--- config.mk ---
export PLATFORM = sky130hd
export DESIGN_NAME = radix_digit_converter
export DESIGN_NICKNAME = d
export VERILOG_FILES = /design/src/rtl/rdc_pkg.sv /design/src/rtl/rdc_front.sv /design/src/rtl/rdc_fifo.sv /design/src/rtl/rdc_back.sv /design/src/rtl/radix_digit_converter.sv
export SDC_FILE = /design/constraint.sdc
export NUM_CORES = 1
export LEC_CHECK = 0
export BUFFER_PORTS_ARGS = -buffer_cell sky130_fd_sc_hd__buf_4
export CORE_UTILIZATION = 40
export CTS_BUF_LIST = sky130_fd_sc_hd__clkbuf_8
export CTS_CLUSTER_DIAMETER = 200
export CTS_CLUSTER_SIZE = 8
export DETAILED_ROUTE_END_ITERATION = 16
export GPL_ROUTABILITY_DRIVEN = 1
export SYNTH_ARGS = -nofsm -noshare
export SYNTH_HDL_FRONTEND = slang
export SYNTH_SLANG_ARGS = --single-unit
--- constraint.sdc ---
create_clock -name clk_i -period 8.85 [get_ports clk_i]
set_clock_uncertainty 0.15 [all_clocks]
set_input_delay 0.4425 -clock clk_i [delete_from_list [all_inputs] [get_ports clk_i]]
set_output_delay 0.4425 -clock clk_i [all_outputs]
set_load 0.02 [all_outputs]
--- src/rtl/rdc_pkg.sv ---
// ----------------------------------------------------------------------------
// Radix digit converter package
// Shared widths, defaults and the digit-to-character mapping.
// ----------------------------------------------------------------------------
`default_nettype none

package rdc_pkg;

  // Default width of the value to convert.
  localparam int unsigned VALUE_BITS_DEF = 31;

  // Radix register.
  localparam int unsigned RADIX_W     = 5;
  localparam int unsigned RADIX_MIN   = 2;
  localparam int unsigned RADIX_MAX   = 16;
  localparam int unsigned RADIX_RESET = 2;

  // Digit and character widths.
  localparam int unsigned DIGIT_W = 4;
  localparam int unsigned CHAR_W  = 7;

  // Entries in the queue between the converter and the digit emitter.
  localparam int unsigned QUEUE_DEPTH_DEF = 2;

  // ASCII codes used for digit characters.
  localparam logic [CHAR_W-1:0] CHAR_ZERO   = 7'd48;
  localparam logic [CHAR_W-1:0] CHAR_A_BIAS = 7'd87;  // 'a' minus ten

  // Lower-case hex character of one digit.
  function automatic logic [CHAR_W-1:0] hex_char(input logic [DIGIT_W-1:0] digit);
    logic [CHAR_W-1:0] ext;
    ext = {{(CHAR_W - DIGIT_W){1'b0}}, digit};
    if (digit < DIGIT_W'(10)) begin
      return CHAR_ZERO + ext;
    end else begin
      return CHAR_A_BIAS + ext;
    end
  endfunction

endpackage : rdc_pkg

`default_nettype wire

--- src/rtl/rdc_front.sv ---
// ----------------------------------------------------------------------------
// Radix digit converter front end
// Accepts a value and converts it bit-serially into a row of digit cells.
// ----------------------------------------------------------------------------
`default_nettype none

module rdc_front import rdc_pkg::*; #(
  parameter int unsigned VALUE_BITS = VALUE_BITS_DEF,
  localparam int unsigned CNT_W  = $clog2(VALUE_BITS + 1),
  localparam int unsigned IDX_W  = $clog2(VALUE_BITS),
  localparam int unsigned STEP_W = $clog2(2 * VALUE_BITS)
) (
  input  wire logic                                 clk_i,
  input  wire logic                                 rst_ni,
  input  wire logic [RADIX_W-1:0]                   radix_i,
  input  wire logic                                 in_valid_i,
  input  wire logic [VALUE_BITS-1:0]                in_value_i,
  output logic                                      in_ready_o,
  output logic                                      out_valid_o,
  input  wire logic                                 out_ready_i,
  output logic [VALUE_BITS-1:0][DIGIT_W-1:0]        out_digits_o,
  output logic [CNT_W-1:0]                          out_count_o
);

  typedef enum logic [2:0] {
    ST_IDLE = 3'b001,
    ST_CONV = 3'b010,
    ST_DONE = 3'b100
  } front_state_e;

  front_state_e state_q, state_d;

  logic [VALUE_BITS-1:0]              shift_q;
  logic [STEP_W-1:0]                  step_q;
  logic [VALUE_BITS-1:1]              en_q;
  logic [VALUE_BITS-1:1]              carry_q;
  logic [VALUE_BITS-1:0][DIGIT_W-1:0] digit_q;
  logic [CNT_W-1:0]                   ndig_q;

  logic [VALUE_BITS-1:0]              en_w;
  logic [VALUE_BITS-1:0]              cin_w;
  logic [VALUE_BITS-1:0]              cout_w;
  logic [VALUE_BITS-1:0][DIGIT_W-1:0] digit_d;
  logic                               accept;
  logic                               last_step;
  logic                               grow;

  assign accept    = in_valid_i && (state_q == ST_IDLE);
  assign last_step = (step_q == STEP_W'(2 * VALUE_BITS - 2));

  // Each cell steps on a skewed wavefront: cell j sees bit b at step b + j.
  always_comb begin
    en_w[0]  = (state_q == ST_CONV) && (step_q < STEP_W'(VALUE_BITS));
    cin_w[0] = en_w[0] && shift_q[VALUE_BITS-1];
    for (int j = 1; j < int'(VALUE_BITS); j++) begin
      en_w[j]  = en_q[j];
      cin_w[j] = carry_q[j];
    end
  end

  // Cell update: digit doubles and adds the carry in, folding at the radix.
  always_comb begin
    logic [RADIX_W-1:0] sum;
    for (int j = 0; j < int'(VALUE_BITS); j++) begin
      sum = {digit_q[j], 1'b0} + {{(RADIX_W - 1){1'b0}}, cin_w[j]};
      if (sum >= radix_i) begin
        digit_d[j] = DIGIT_W'(sum - radix_i);
        cout_w[j]  = en_w[j];
      end else begin
        digit_d[j] = sum[DIGIT_W-1:0];
        cout_w[j]  = 1'b0;
      end
    end
  end

  // Active cells fill in from the bottom, one new cell at most per step.
  assign grow = (ndig_q < CNT_W'(VALUE_BITS)) && cin_w[ndig_q[IDX_W-1:0]];

  // Sequencing of one conversion.
  always_comb begin
    state_d = state_q;
    case (state_q)
      ST_IDLE: begin
        if (in_valid_i) begin
          state_d = ST_CONV;
        end
      end
      ST_CONV: begin
        if (last_step) begin
          state_d = ST_DONE;
        end
      end
      ST_DONE: begin
        if (out_ready_i) begin
          state_d = ST_IDLE;
        end
      end
      default: state_d = ST_IDLE;
    endcase
  end

  always_ff @(posedge clk_i or negedge rst_ni) begin
    if (!rst_ni) begin
      state_q <= ST_IDLE;
      step_q  <= '0;
      en_q    <= '0;
      carry_q <= '0;
      ndig_q  <= '0;
    end else begin
      state_q <= state_d;
      if (accept) begin
        step_q  <= '0;
        en_q    <= '0;
        carry_q <= '0;
        ndig_q  <= '0;
      end else if (state_q == ST_CONV) begin
        step_q  <= step_q + STEP_W'(1);
        en_q    <= en_w[VALUE_BITS-2:0];
        carry_q <= cout_w[VALUE_BITS-2:0];
        if (grow) begin
          ndig_q <= ndig_q + CNT_W'(1);
        end
      end
    end
  end

  // Value shift line and digit cells.
  always_ff @(posedge clk_i) begin
    if (accept) begin
      shift_q <= in_value_i;
      digit_q <= '0;
    end else if (state_q == ST_CONV) begin
      shift_q <= {shift_q[VALUE_BITS-2:0], 1'b0};
      for (int j = 0; j < int'(VALUE_BITS); j++) begin
        if (en_w[j]) begin
          digit_q[j] <= digit_d[j];
        end
      end
    end
  end

  // A zero value still has one digit.
  assign in_ready_o   = (state_q == ST_IDLE);
  assign out_valid_o  = (state_q == ST_DONE);
  assign out_digits_o = digit_q;
  assign out_count_o  = (ndig_q == '0) ? CNT_W'(1) : ndig_q;

endmodule : rdc_front

`default_nettype wire

--- src/rtl/rdc_fifo.sv ---
// ----------------------------------------------------------------------------
// Radix digit converter queue
// Short queue of converted numbers between the front end and the emitter.
// ----------------------------------------------------------------------------
`default_nettype none

module rdc_fifo import rdc_pkg::*; #(
  parameter int unsigned WIDTH = 8,
  parameter int unsigned DEPTH = QUEUE_DEPTH_DEF,
  localparam int unsigned PTR_W = (DEPTH > 1) ? $clog2(DEPTH) : 1,
  localparam int unsigned CNT_W = $clog2(DEPTH + 1)
) (
  input  wire logic             clk_i,
  input  wire logic             rst_ni,
  input  wire logic             wr_valid_i,
  output logic                  wr_ready_o,
  input  wire logic [WIDTH-1:0] wr_data_i,
  output logic                  rd_valid_o,
  input  wire logic             rd_ready_i,
  output logic [WIDTH-1:0]      rd_data_o
);

  logic [WIDTH-1:0] mem_q [DEPTH];
  logic [PTR_W-1:0] wr_ptr_q;
  logic [PTR_W-1:0] rd_ptr_q;
  logic [CNT_W-1:0] fill_q;
  logic             do_wr;
  logic             do_rd;

  assign wr_ready_o = (fill_q != CNT_W'(DEPTH));
  assign rd_valid_o = (fill_q != '0);
  assign do_wr      = wr_valid_i && wr_ready_o;
  assign do_rd      = rd_valid_o && rd_ready_i;
  assign rd_data_o  = mem_q[rd_ptr_q];

  // Pointer and fill bookkeeping.
  always_ff @(posedge clk_i or negedge rst_ni) begin
    if (!rst_ni) begin
      wr_ptr_q <= '0;
      rd_ptr_q <= '0;
      fill_q   <= '0;
    end else begin
      if (do_wr) begin
        wr_ptr_q <= (wr_ptr_q == PTR_W'(DEPTH - 1)) ? '0 : wr_ptr_q + PTR_W'(1);
      end
      if (do_rd) begin
        rd_ptr_q <= (rd_ptr_q == PTR_W'(DEPTH - 1)) ? '0 : rd_ptr_q + PTR_W'(1);
      end
      if (do_wr && !do_rd) begin
        fill_q <= fill_q + CNT_W'(1);
      end else if (do_rd && !do_wr) begin
        fill_q <= fill_q - CNT_W'(1);
      end
    end
  end

  // Entry storage.
  always_ff @(posedge clk_i) begin
    if (do_wr) begin
      mem_q[wr_ptr_q] <= wr_data_i;
    end
  end

endmodule : rdc_fifo

`default_nettype wire

--- src/rtl/rdc_back.sv ---
// ----------------------------------------------------------------------------
// Radix digit converter emitter
// Walks the digits of the oldest queued number, most significant first.
// ----------------------------------------------------------------------------
`default_nettype none

module rdc_back import rdc_pkg::*; #(
  parameter int unsigned VALUE_BITS = VALUE_BITS_DEF,
  localparam int unsigned CNT_W = $clog2(VALUE_BITS + 1),
  localparam int unsigned IDX_W = $clog2(VALUE_BITS)
) (
  input  wire logic                                 clk_i,
  input  wire logic                                 rst_ni,
  input  wire logic                                 head_valid_i,
  input  wire logic [VALUE_BITS-1:0][DIGIT_W-1:0]   head_digits_i,
  input  wire logic [CNT_W-1:0]                     head_count_i,
  output logic                                      head_pop_o,
  output logic                                      empty,
  input  wire logic                                 pop,
  output logic [DIGIT_W-1:0]                        digit_value_o,
  output logic [CHAR_W-1:0]                         digit_char_o,
  output logic                                      last_digit_o
);

  logic               busy_q;
  logic [IDX_W-1:0]   idx_q;
  logic               valid_q;
  logic [DIGIT_W-1:0] dval_q;
  logic [CHAR_W-1:0]  char_q;
  logic               last_q;

  logic [CNT_W-1:0]   top_idx;
  logic [IDX_W-1:0]   idx_sel;
  logic [DIGIT_W-1:0] digit_sel;
  logic               load;
  logic               at_last;

  // A fresh number starts at its most significant digit.
  assign top_idx   = head_count_i - CNT_W'(1);
  assign idx_sel   = busy_q ? idx_q : top_idx[IDX_W-1:0];
  assign digit_sel = head_digits_i[idx_sel];
  assign at_last   = (idx_sel == '0);
  assign load      = head_valid_i && (!valid_q || pop);
  assign head_pop_o = load && at_last;

  // Digit walk and output register control.
  always_ff @(posedge clk_i or negedge rst_ni) begin
    if (!rst_ni) begin
      busy_q  <= 1'b0;
      idx_q   <= '0;
      valid_q <= 1'b0;
    end else begin
      if (load) begin
        valid_q <= 1'b1;
        busy_q  <= !at_last;
        idx_q   <= idx_sel - IDX_W'(1);
      end else if (pop) begin
        valid_q <= 1'b0;
      end
    end
  end

  // Result beat payload.
  always_ff @(posedge clk_i) begin
    if (load) begin
      dval_q <= digit_sel;
      char_q <= hex_char(digit_sel);
      last_q <= at_last;
    end
  end

  assign empty         = !valid_q;
  assign digit_value_o = dval_q;
  assign digit_char_o  = char_q;
  assign last_digit_o  = last_q;

endmodule : rdc_back

`default_nettype wire

--- src/rtl/radix_digit_converter.sv ---
// ----------------------------------------------------------------------------
// Radix digit converter
// Converts an unsigned integer into its digits in a base from 2 to 16.
// ----------------------------------------------------------------------------
// A value pushed into the block is converted into digits of the current
// radix and read back one beat per digit, most significant digit first, each
// beat carrying the digit value, its lower-case ASCII hex character and a
// flag on the least significant digit; zero gives the single digit '0'.
// Conversion runs the value's bits, most significant first, through a row of
// VALUE_BITS digit cells on a skewed wavefront, so the conversion time of one
// number does not depend on its size, and push sees full from the time a
// value is taken until its digits enter the queue. Digits then
// leave at one per cycle while pop is held, from the emitter, which works
// from a two-entry queue, so the converter can take the next value while the
// digits of earlier numbers are still being emitted.
// Radix writes are clamped to 2..16 and should be made while the block is idle.
// ----------------------------------------------------------------------------
`default_nettype none

module radix_digit_converter import rdc_pkg::*; #(
  parameter int unsigned VALUE_BITS  = VALUE_BITS_DEF,
  parameter int unsigned QUEUE_DEPTH = QUEUE_DEPTH_DEF
) (
  input  wire logic                  clk_i,
  input  wire logic                  rst_ni,
  // Radix configuration
  input  wire logic                  cfg_valid,
  output logic                       cfg_ready,
  input  wire logic [RADIX_W-1:0]    cfg_data_i,
  // Value input queue side
  input  wire logic                  push,
  output logic                       full,
  input  wire logic [VALUE_BITS-1:0] value_i,
  // Digit output queue side
  output logic                       empty,
  input  wire logic                  pop,
  output logic [DIGIT_W-1:0]         digit_value_o,
  output logic [CHAR_W-1:0]          digit_char_o,
  output logic                       last_digit_o
);

  localparam int unsigned CNT_W = $clog2(VALUE_BITS + 1);
  localparam int unsigned ENT_W = VALUE_BITS * DIGIT_W + CNT_W;

  logic [RADIX_W-1:0]                 radix_q;
  logic                               in_ready;
  logic                               fr_valid;
  logic                               fr_ready;
  logic [VALUE_BITS-1:0][DIGIT_W-1:0] fr_digits;
  logic [CNT_W-1:0]                   fr_count;
  logic                               hd_valid;
  logic                               hd_pop;
  logic [ENT_W-1:0]                   hd_data;
  logic [VALUE_BITS-1:0][DIGIT_W-1:0] hd_digits;
  logic [CNT_W-1:0]                   hd_count;

  // Radix register with clamping to the supported range.
  assign cfg_ready = 1'b1;

  always_ff @(posedge clk_i or negedge rst_ni) begin
    if (!rst_ni) begin
      radix_q <= RADIX_W'(RADIX_RESET);
    end else if (cfg_valid && cfg_ready) begin
      if (cfg_data_i < RADIX_W'(RADIX_MIN)) begin
        radix_q <= RADIX_W'(RADIX_MIN);
      end else if (cfg_data_i > RADIX_W'(RADIX_MAX)) begin
        radix_q <= RADIX_W'(RADIX_MAX);
      end else begin
        radix_q <= cfg_data_i;
      end
    end
  end

  // Converter.
  rdc_front #(
    .VALUE_BITS (VALUE_BITS)
  ) u_front (
    .clk_i        (clk_i),
    .rst_ni       (rst_ni),
    .radix_i      (radix_q),
    .in_valid_i   (push),
    .in_value_i   (value_i),
    .in_ready_o   (in_ready),
    .out_valid_o  (fr_valid),
    .out_ready_i  (fr_ready),
    .out_digits_o (fr_digits),
    .out_count_o  (fr_count)
  );

  assign full = !in_ready;

  // Queue of converted numbers.
  rdc_fifo #(
    .WIDTH (ENT_W),
    .DEPTH (QUEUE_DEPTH)
  ) u_fifo (
    .clk_i      (clk_i),
    .rst_ni     (rst_ni),
    .wr_valid_i (fr_valid),
    .wr_ready_o (fr_ready),
    .wr_data_i  ({fr_count, fr_digits}),
    .rd_valid_o (hd_valid),
    .rd_ready_i (hd_pop),
    .rd_data_o  (hd_data)
  );

  assign hd_digits = hd_data[VALUE_BITS*DIGIT_W-1:0];
  assign hd_count  = hd_data[ENT_W-1:VALUE_BITS*DIGIT_W];

  // Digit emitter.
  rdc_back #(
    .VALUE_BITS (VALUE_BITS)
  ) u_back (
    .clk_i         (clk_i),
    .rst_ni        (rst_ni),
    .head_valid_i  (hd_valid),
    .head_digits_i (hd_digits),
    .head_count_i  (hd_count),
    .head_pop_o    (hd_pop),
    .empty         (empty),
    .pop           (pop),
    .digit_value_o (digit_value_o),
    .digit_char_o  (digit_char_o),
    .last_digit_o  (last_digit_o)
  );

endmodule : radix_digit_converter

`default_nettype wire

* After elaboration in Yosys (flattened, before gate mapping) *
Memory sizes are Yosys's and may differ from the RTL's.
Index checks and enable logic that the tools add are counted.

storage, ports and cells
  bits in writable memories = 258
  word-level logic and storage cells = 315
  flip-flop bits (word level) = 257
  output and inout port bits = 15
  memories = 1
  input port bits = 41

memory list
  memory        depth  bits a word  read ports  clocked after memory_dff  write ports  line            source
  u_fifo.mem_q  2      129          1           0                         1            rdc_fifo.sv:23  logic [WIDTH-1:0] mem_q [DEPTH];

cells by class
  reductions and logical operators = 56
  muxes and demuxes = 93
  add/subtract/negate cells = 72
  $lt $le $gt $ge = 38
  equality and inequality tests = 8

operators with widths
  kind                   number
  $add A5 B1 Y5          31
  $ge A5 B5 Y1           31
  $mux W4                32
  $sub A4 B4 Y4          31
  $mux W30               4
  $reduce_and A2 Y1      32
  $mux W31               2
  $mux W1                37
  $mux W5                7
  $bmux W4 S5            1
  $lt A5 B6 Y1 const B   2
  $mux W6                2
  $logic_and A1 B1 Y1    10
  $logic_not A5 Y1       2
  $reduce_bool A2 Y1     5
  $sub A5 B1 Y5 const B  2
  $mux W3                3
  $pmux W3 S3            1
  $add A6 B4 Y7 const A  1
  $add A7 B4 Y7 const A  1
  $mux W7                1
  $add A6 B1 Y6 const B  1
  $eq A6 B6 Y1 const B   1
  $lt A6 B5 Y1 const B   1
  other kinds (18)       26

* Depth between registers and ports, before layout *
Gate-level depths: netlist of run 1.

  depth in word-level cells = 9
  depth in mapped cells = 22
  depth with buffers taken out = 14

* Cells and area by module *
Synthesis of run 1 repeated with hierarchy kept, for this count alone.

second synthesis, totals
  cells, all modules = 2346
  area, all modules = 27038.4 µm²

by module, submodules not included
  module                 area each (µm²)  sequential area each (µm²)  cells each  times used
  rdc_front              14775.4          5266.3                      1536        1
  rdc_fifo               9529.1           7847.5                      419         1
  rdc_back               2481.1           535.5                       369         1
  radix_digit_converter  252.7            126.4                       22          1

* Least setup slack after synthesis of run 1 *
OpenSTA, ideal clock, no wires.

  kind = flip-flop to flip-flop
  from = reg u_front.state_q[1]
  to = mem u_fifo.mem_q[0][0] (netlist bit) (enable)
  library setup time = 634 ps
  period minus slack after synthesis = 7606 ps
  data required time = 8066 ps
  setup slack = 1244 ps
  buffers on the path = 1
  cell stages (with the launch flop) = 4
  arrival time = 6822 ps
  cell sequence = dfrtp_1 clkbuf_1 nor4b_1 nor2b_1

on the way
  cells in the longest elaborated chain, start to end = 4

RTL lines
  what                           line              source
  from (decl)                    rdc_front.sv:31   front_state_e state_q, state_d;
  from (signal assigned)         rdc_front.sv:110  state_q <= state_d;
  $eq A3 B3 Y1                   rdc_front.sv:144  assign out_valid_o = (state_q == ST_DONE);
  $logic_and A1 B1 Y1            rdc_fifo.sv:32    assign do_wr = wr_valid_i && wr_ready_o;
  net u_fifo.do_wr               rdc_fifo.sv:27    logic do_wr;
  $mux W1                        rdc_fifo.sv:59    if (do_wr) begin
  $mux W1 (implied by the code)  rdc_fifo.sv:60    mem_q[wr_ptr_q] <= wr_data_i;
  to (decl)                      rdc_fifo.sv:23

The timed path passes the listed nets, and every way through them passes these cells.

* Worst setup path in the final report of run 1 *
  from = reg u_fifo.rd_ptr_q
  to = reg u_back.char_q[4], in the netlist u_back.digit_char_o[4] (data pin)

on the way
  cells in the longest elaborated chain, start to end = 7
  elaborated cells between the ends (all ways) = 9
  classes of those cells = 3 x add/sub; 1 x order compare; 4 x mux; 1 x memory

RTL lines
  what                                   line            source
  from (decl)                            rdc_fifo.sv:25  logic [PTR_W-1:0] rd_ptr_q;
  from (signal assigned)                 rdc_fifo.sv:47  rd_ptr_q <= (rd_ptr_q == PTR_W'(DEPTH - 1)) ? '0 : rd_ptr_q + PTR_W'(1);
  $mem_v2 Z2 W129 *                      n/a
  $sub A5 B1 Y5                          rdc_back.sv:39  assign top_idx = head_count_i - CNT_W'(1);
  $mux W5                                rdc_back.sv:40  assign idx_sel = busy_q ? idx_q : top_idx[IDX_W-1:0];
  $bmux W4 S5 *                          rdc_back.sv:41  assign digit_sel = head_digits_i[idx_sel];
  $mux W4 (implied by the code) *        rdc_back.sv:41
  net u_back.digit_sel[1]                rdc_back.sv:34  logic [DIGIT_W-1:0] digit_sel;
  $add A7 B4 Y7 (tied with other cells)  rdc_pkg.sv:36   return CHAR_A_BIAS + ext;
  $mux W7 *                              rdc_pkg.sv:33   if (digit < DIGIT_W'(10)) begin
  to (signal assigned)                   rdc_back.sv:67  char_q <= hex_char(digit_sel);
  to (decl)                              rdc_back.sv:29  logic [CHAR_W-1:0] char_q;

The timed path passes the listed nets; every way through them passes the cells marked *. The select of a mux whose other input is x is not followed.
A chain may end at the register's enable or synchronous reset.

==> impl_metrics.yaml, run 1 <==
status:
  outcome: "finished, final reports clean"
timing:
  drv_slew: 0
  layout_min_cycle_time_ps: 5189
  finalSetupViolations: 0
  rsz0062_at_grt: "no"
  post-route-period-util_pct: 58.64
  tightestPinTransition_ps: 1101
  hold_viol_final: 0
  final.setup.tns_ps: 0
  max_freq_ghz: 0.1927
  slew_headroom_pct: 26.57
setup_path:
  worst_ep_required_time_ps: 9090
  crit_fanout: 35
  startpoint_type: "flop"
  ff2ff_path_depth: 13
  path_class: "flop to flop"
  cp-end-kind: "flop"
  worstReg2RegStart: "u_fifo.rd_ptr_q"
  timing.rr.end: "u_back.digit_char_o[4]"
  reg2reg_slack_ps: 3660
  arrival_ps: 5430
synth:
  syn_area_um2: 26900
  async_reset_ff_share_pct: 17.48
  synthCells: 2403
  ys_ff_latch: 515
  yosysWarnings: 0
  synth_top_area_share_pct: 33.60
  synthFlopType: "edfxtp_1"
  post-synth-top-area-cell: "edfxtp_1"
  seq_area_frac_synth_pct: 51.21
  ys_types: 75
  yosys-top-cells-area: "edfxtp_1, dfxtp_1, dfrtp_1, ha_1, nand2_1"
  synthTopCellsByCount: "edfxtp_1, nand2_1, ha_1"
  synth_edf_count: 301
  yosysMostFrequentCell: "edfxtp_1"
  synth.avg_cell_area_um2: 11.20
final_layout:
  nets: 2694
  fin_cells: 3387
  drive_above_1_share_pct: 10.40
  final.fill_count: 6038
  final_area_um2: 29700
  area_growth_pct: 10.39
route:
  routedWlPerCell_um: 21.31
  final_antenna_net_count: 0
  dr.first_iter.drc_count: 1415
  drc_errors: 0
  finalWirelength_um: 72190
  vias: 19033
  vias_per_cell: 5.619
  first_pass_iters: 7
placement:
  portBuffers: 54
  hpwl_um: 48290
  placed_cell_area_um2: 27990
  dp.cells: 3206
  gp_congestion: 0.9015
floorplan:
  fp.dieW_um: 261.3
  io_pins: 56
  chipHeight_um: 261.3
  start_util_pct: 40.70
  fp-row-count: 94
  dieArea_um2: 68300
  coreArea_um2: 66100
clock_tree:
  cts.htree.levels: 3
  cts_num_sinks: 515
  cts_resized: 0
  cts_tree: "yes"
  path_clk_slew_ps: 70
  clockBufferDepth: 3
  clock-root-buffer: "clkbuf_8"
  postCtsSetupBuffers: 0
  clkLatencyLatePin_ps: 670
  cts_made_buffers: 74
global_route:
  grt_pass1_wl_um: 111600
  antenna_found_initial: 1
  grt-ovfl-total: 0
  grt_pass1_vias: 18784
  grt_usage_pct: 21.48
  grt_max_degree: 80
power:
  leakagePower_nw: 11.34
  pwr_density_cell_nw_per_um2: 252.8
  vdd_drop_max_mv: 0.1720
worst_hold_path:
  hp-class: "input port to async pin"
job:
  max_cap_viol_count: 0
## flip-flops by register name, summed over array words and instances, names as in the netlist, 2 cells and up
name	count
radix_q	5
u_back.digit_char_o	7
u_back.digit_value_o	4
u_back.idx_q	5
u_fifo.fill_q	2
u_fifo.mem_q	258
u_front.carry_q	30
u_front.en_q	30
u_front.ndig_q	5
u_front.out_digits_o	124
u_front.shift_q	31
u_front.state_q	3
u_front.step_q	6
## how the worst max path moves through the flow
stage                       startpoint                     end  slack, ps  cells past startpoint
finish                 u_fifo.rd_ptr_q  u_back.digit_char_o[4]       3660                     13
global route           u_fifo.rd_ptr_q  u_back.digit_char_o[4]       3430                     13
CTS                    u_fifo.rd_ptr_q  u_back.digit_char_o[4]       3770                     13
detailed placement     u_fifo.rd_ptr_q  u_back.digit_char_o[4]       3800                     13
global placement       u_fifo.rd_ptr_q  u_back.digit_char_o[4]       3960                     13
floorplan           u_front.state_q[1]      u_fifo.mem_q[0][0]       1240                      3
## area by class of cell
| cell class | count | area (µm²) | share of cell area, % |
|---|---|---|---|
| tap | 864 | 1081 | 3.640 |
| antenna | 3 | 7.507 | 0.02528 |
| timing repair buffer | 123 | 1026 | 3.455 |
| clock buffer | 74 | 1018 | 3.430 |
| multi-input combinational | 1633 | 12090 | 40.72 |
| inverter | 112 | 425.4 | 1.432 |
| sequential | 515 | 13780 | 46.40 |
| clock inverter | 63 | 266.5 | 0.8974 |
## critical path, cell delays in order (launching register included)
cell      delay (ps)
dfrtp_4          730
mux2i_4          530
ha_1             320
nor2b_2          190
nor2_4           670
inv_1            570
nor2_1           590
a22oi_1          200
o211ai_1         160
o211a_2          290
inv_1             60
ha_1             230
nor2b_1          120
o21ai_1           70
## layer usage
metal | wire length [µm] | vias to the layer above | part of all wire [%] | global-route usage [%]
li1 | - | 8824 | - | -
met1 | 32300 | 9488 | 45 | 29.47
met2 | 33820 | 612 | 47 | 34.80
met3 | 4129 | 109 | 5.7 | 3.194
met4 | 1945 | 0 | 2.7 | 7.154
met5 | 0 | - | 0 | 0
## repair_timing
action,in CTS,in global routing
hold buffers,41,0
setup endpoints to repair,0,0
endpoints found under the hold margin,75,0
## stage by stage
step | hold WS, ps | setup WS [ps] | util, % | power [mW]
floorplan | -3.091 | 1244 | - | 5.027
CTS | 174.0 | 3767 | 44.92 | 7.547
global placement | 301.8 | 3957 | 42.35 | 5.733
detailed placement | 307.1 | 3801 | 42.35 | 5.789
finish | 187.9 | 3661 | 44.93 | 7.507
global route | 219.7 | 3432 | 44.93 | 7.921
## logic make-up (layout without fill, tap and decap cells)
group | after synthesis | count (layout) | synth area share [%]
AOI/OAI and AO/OA | 578 | 578 | 14.03
xor gates and xnor gates | 82 | 82 | 2.670
adders and majority gates | 194 | 194 | 9.888
buffers and inverters | 256 | 372 | 3.981
DFF | 515 | 515 | 51.21
muxes | 144 | 144 | 6.976
other | 1 | 5 | 0.01394
and+or+nand+nor | 633 | 633 | 11.24
## power by group
group	total (mW)	leakage (nW)	switching [mW]	internal, mW
combinational	2.80	5.49	1.73	1.06
clock	1.73	0.845	0.941	0.786
sequential	2.98	5.01	0.192	2.79
## placed cells by master, fill, tap and decap left out, types with 41 or more instances in the layout
master,n
a211oi_1,64
a21o_1,86
a21oi_1,154
buf_4,82
clkbuf_8,74
dfrtp_1,86
dfxtp_1,124
dlygate4sd3_1,41
edfxtp_1,301
ha_1,163
inv_1,162
mux2i_1,75
nand2_1,233
nand2b_1,110
nor2_1,127
o211ai_1,65
o21ai_0,113
xnor2_1,41
xor2_1,41
Note: power is estimated with default switching activity, not from simulation.
==> run 2: changes to the inputs <==
ABC_AREA = 1   (was unset)
clock period = 4.4 ns   (was 8.85 ns; I/O delays follow)
==> impl_metrics.yaml, run 2 <==
status:
  outcome: "finished, final reports clean"
synth:
  synth_edf_count: 301
  post-synth-top-area-cell: "edfxtp_1"
  yosys-top-cells-area: "edfxtp_1, nand2_1, dfxtp_1, dfrtp_1, ha_1"
  syn_area_um2: 27880
  synthFlopType: "edfxtp_1"
  seq_area_frac_synth_pct: 49.42
  async_reset_ff_share_pct: 17.48
  synth_top_area_share_pct: 32.43
  synthTopCellsByCount: "nand2_1, inv_1, edfxtp_1"
  ys_types: 51
  yosysWarnings: 0
  yosysMostFrequentCell: "nand2_1"
  synthCells: 3137
  synth.avg_cell_area_um2: 8.886
  ys_ff_latch: 515
clock_tree:
  postCtsSetupBuffers: 0
  clock-root-buffer: "clkbuf_8"
  cts_tree: "yes"
  cts_num_sinks: 515
  cts_resized: 0
  clkLatencyLatePin_ps: 670
  cts_made_buffers: 74
  path_clk_slew_ps: 60
  clockBufferDepth: 3
  cts.htree.levels: 3
final_layout:
  final_cell_mix: "nand2_1, inv_1, edfxtp_1, nand3_1, nor2_1"
  nets: 3487
  top_register: "u_fifo.mem_q"
  area_growth_pct: 10.96
  drive_above_1_share_pct: 6.639
  fin_util_pct: 44.94
  layout_commonest_cell: "nand2_1"
  final_area_um2: 30930
  largest_reg_flops: 258
route:
  drc_errors: 0
  vias_per_cell: 5.073
  final_antenna_net_count: 0
  vias: 21541
  dr.first_iter.drc_count: 1671
  first_pass_iters: 6
  finalWirelength_um: 73280
  routedWlPerCell_um: 17.26
setup_path:
  arrival_ps: 4090
  slowest_stage: "nor2_4"
  crit_fanout: 54
  cp-end-kind: "flop"
  worst_ep_required_time_ps: 4800
  max_stage_delay_ps: 690
  path_cells: "inv_1, nor2_1, inv_1, nor2_1, nor2_1, nand2_1, nor2_4, buf_4, buf_4, a21oi_1, nand2_2, nand2_2, nand2_1, nand2_1"
  path_class: "flop to flop"
  startpoint_type: "flop"
timing:
  drv_slew: 0
  max_freq_ghz: 0.2713
  post-route-period-util_pct: 83.79
  hold_viol_final: 0
  worst_slack_ps: 713.4
  slew_headroom_pct: 39.09
  rsz0062_at_grt: "no"
  layout_min_cycle_time_ps: 3687
  finalSetupViolations: 0
  tightestPinTransition_ps: 911.5
placement:
  placed_cell_area_um2: 29170
  portBuffers: 54
  gp_congestion: 0.8644
  place_ws_ps: 731.3
  hpwl_um: 47530
global_route:
  grt_pass1_wl_um: 115400
  antenna_found_initial: 1
  grt_max_degree: 130
  grt_usage_pct: 21.06
  grt-ovfl-total: 0
  grt_pass1_vias: 20453
power:
  vdd_drop_max_mv: 0.4553
  leakagePower_nw: 14.23
  pwr_density_cell_nw_per_um2: 559.6
floorplan:
  dieArea_um2: 70750
  fp-row-count: 96
  fp.dieW_um: 266.0
  chipHeight_um: 266.0
  coreArea_um2: 68830
  io_pins: 56
  start_util_pct: 40.50
worst_hold_path:
  hp-class: "input port to async pin"
job:
  max_cap_viol_count: 0
run 2: per-stage QoR:
stage                     cells  setup TNS (ps)  total power [mW]  hold slack [ps]
final                      4246               0             17.31            40.16
after global routing       4246               0             18.52            50.02
after CTS                  4245               0             17.40            15.69
after detailed placement   4063               0             13.82            220.1
after global placement     4063               0             13.78            215.6
after floorplan            3138          -93540             11.70           -225.6
run 2: cells by family after synthesis:
kind of cell | after synthesis | synth area share [%]
AO/OA/AOI/OAI | 503 | 10.71
XOR/XNOR | 70 | 2.199
adder cells (fa/ha/maj) | 194 | 9.543
buffers and inverters | 566 | 8.699
flip-flops | 515 | 49.42
other | 1 | 0.01345
AND/OR/NAND/NOR | 1288 | 19.41
run 2: per-layer routing:
| metal | vias up | track usage, % | part of all wire, % |
|---|---|---|---|
| met3 | 127 | 3.678 | 6.2 |
| met2 | 596 | 33.74 | 45 |
| met1 | 10119 | 28.89 | 46 |
| met4 | 0 | 6.757 | 2.7 |
| met5 | - | 0 | 0 |
| li1 | 10699 | - | - |
run 2: area by class of cell:
type	instances	area [µm²]
Antenna cell	1	2.502
Clock buffer	77	1060
Clock inverter	61	254.0
Fill cell	6653	37900
Inverter	470	1774
Multi-Input combinational cell	2057	11700
Sequential cell	515	13780
Tap cell	931	1165
Timing Repair Buffer	134	1191
run 2: path summary, 6_finish.rpt:
| kind | slack [ps] | to | depth (start not counted) | from |
|---|---|---|---|---|
| worst max-delay path | 710 | u_front.ndig_q[4] | 14 | u_fifo.fill_q[1] |
| worst min-delay path | 40 | u_front.en_q[2] | 2 | rst_ni |
| worst max register to register | 710 | u_front.ndig_q[4] | 14 | u_fifo.fill_q[1] |
| worst min register to register | 330 | u_front.step_q[2] | 1 | u_front.step_q[2] |
| max in group asynchronous | 3220 | radix_q[1] | 3 | rst_ni |
| min in group clk_i | 140 | u_front.state_q[0] | 3 | push |
run 2: what timing repair did:
item	in CTS	in global routing
endpoints found under the setup margin	0	0
hold buffers	44	0
endpoints found under the hold margin	87	0
run 2: where the power goes:
part           switching, mW  total, mW  internal, mW  leakage, nW
clock network           1.89       3.52          1.63        0.867
registers              0.374       6.35          5.98         5.00
logic                   5.27       7.44          2.17         8.36
run 2: critical path: cells and delay by family (launching register included):
kind                   cells  cell delay [ps]
AOI/OAI and AO/OA          1               90
and+or+nand+nor            9             1520
buffers and inverters      4             1420
DFF                        1              360
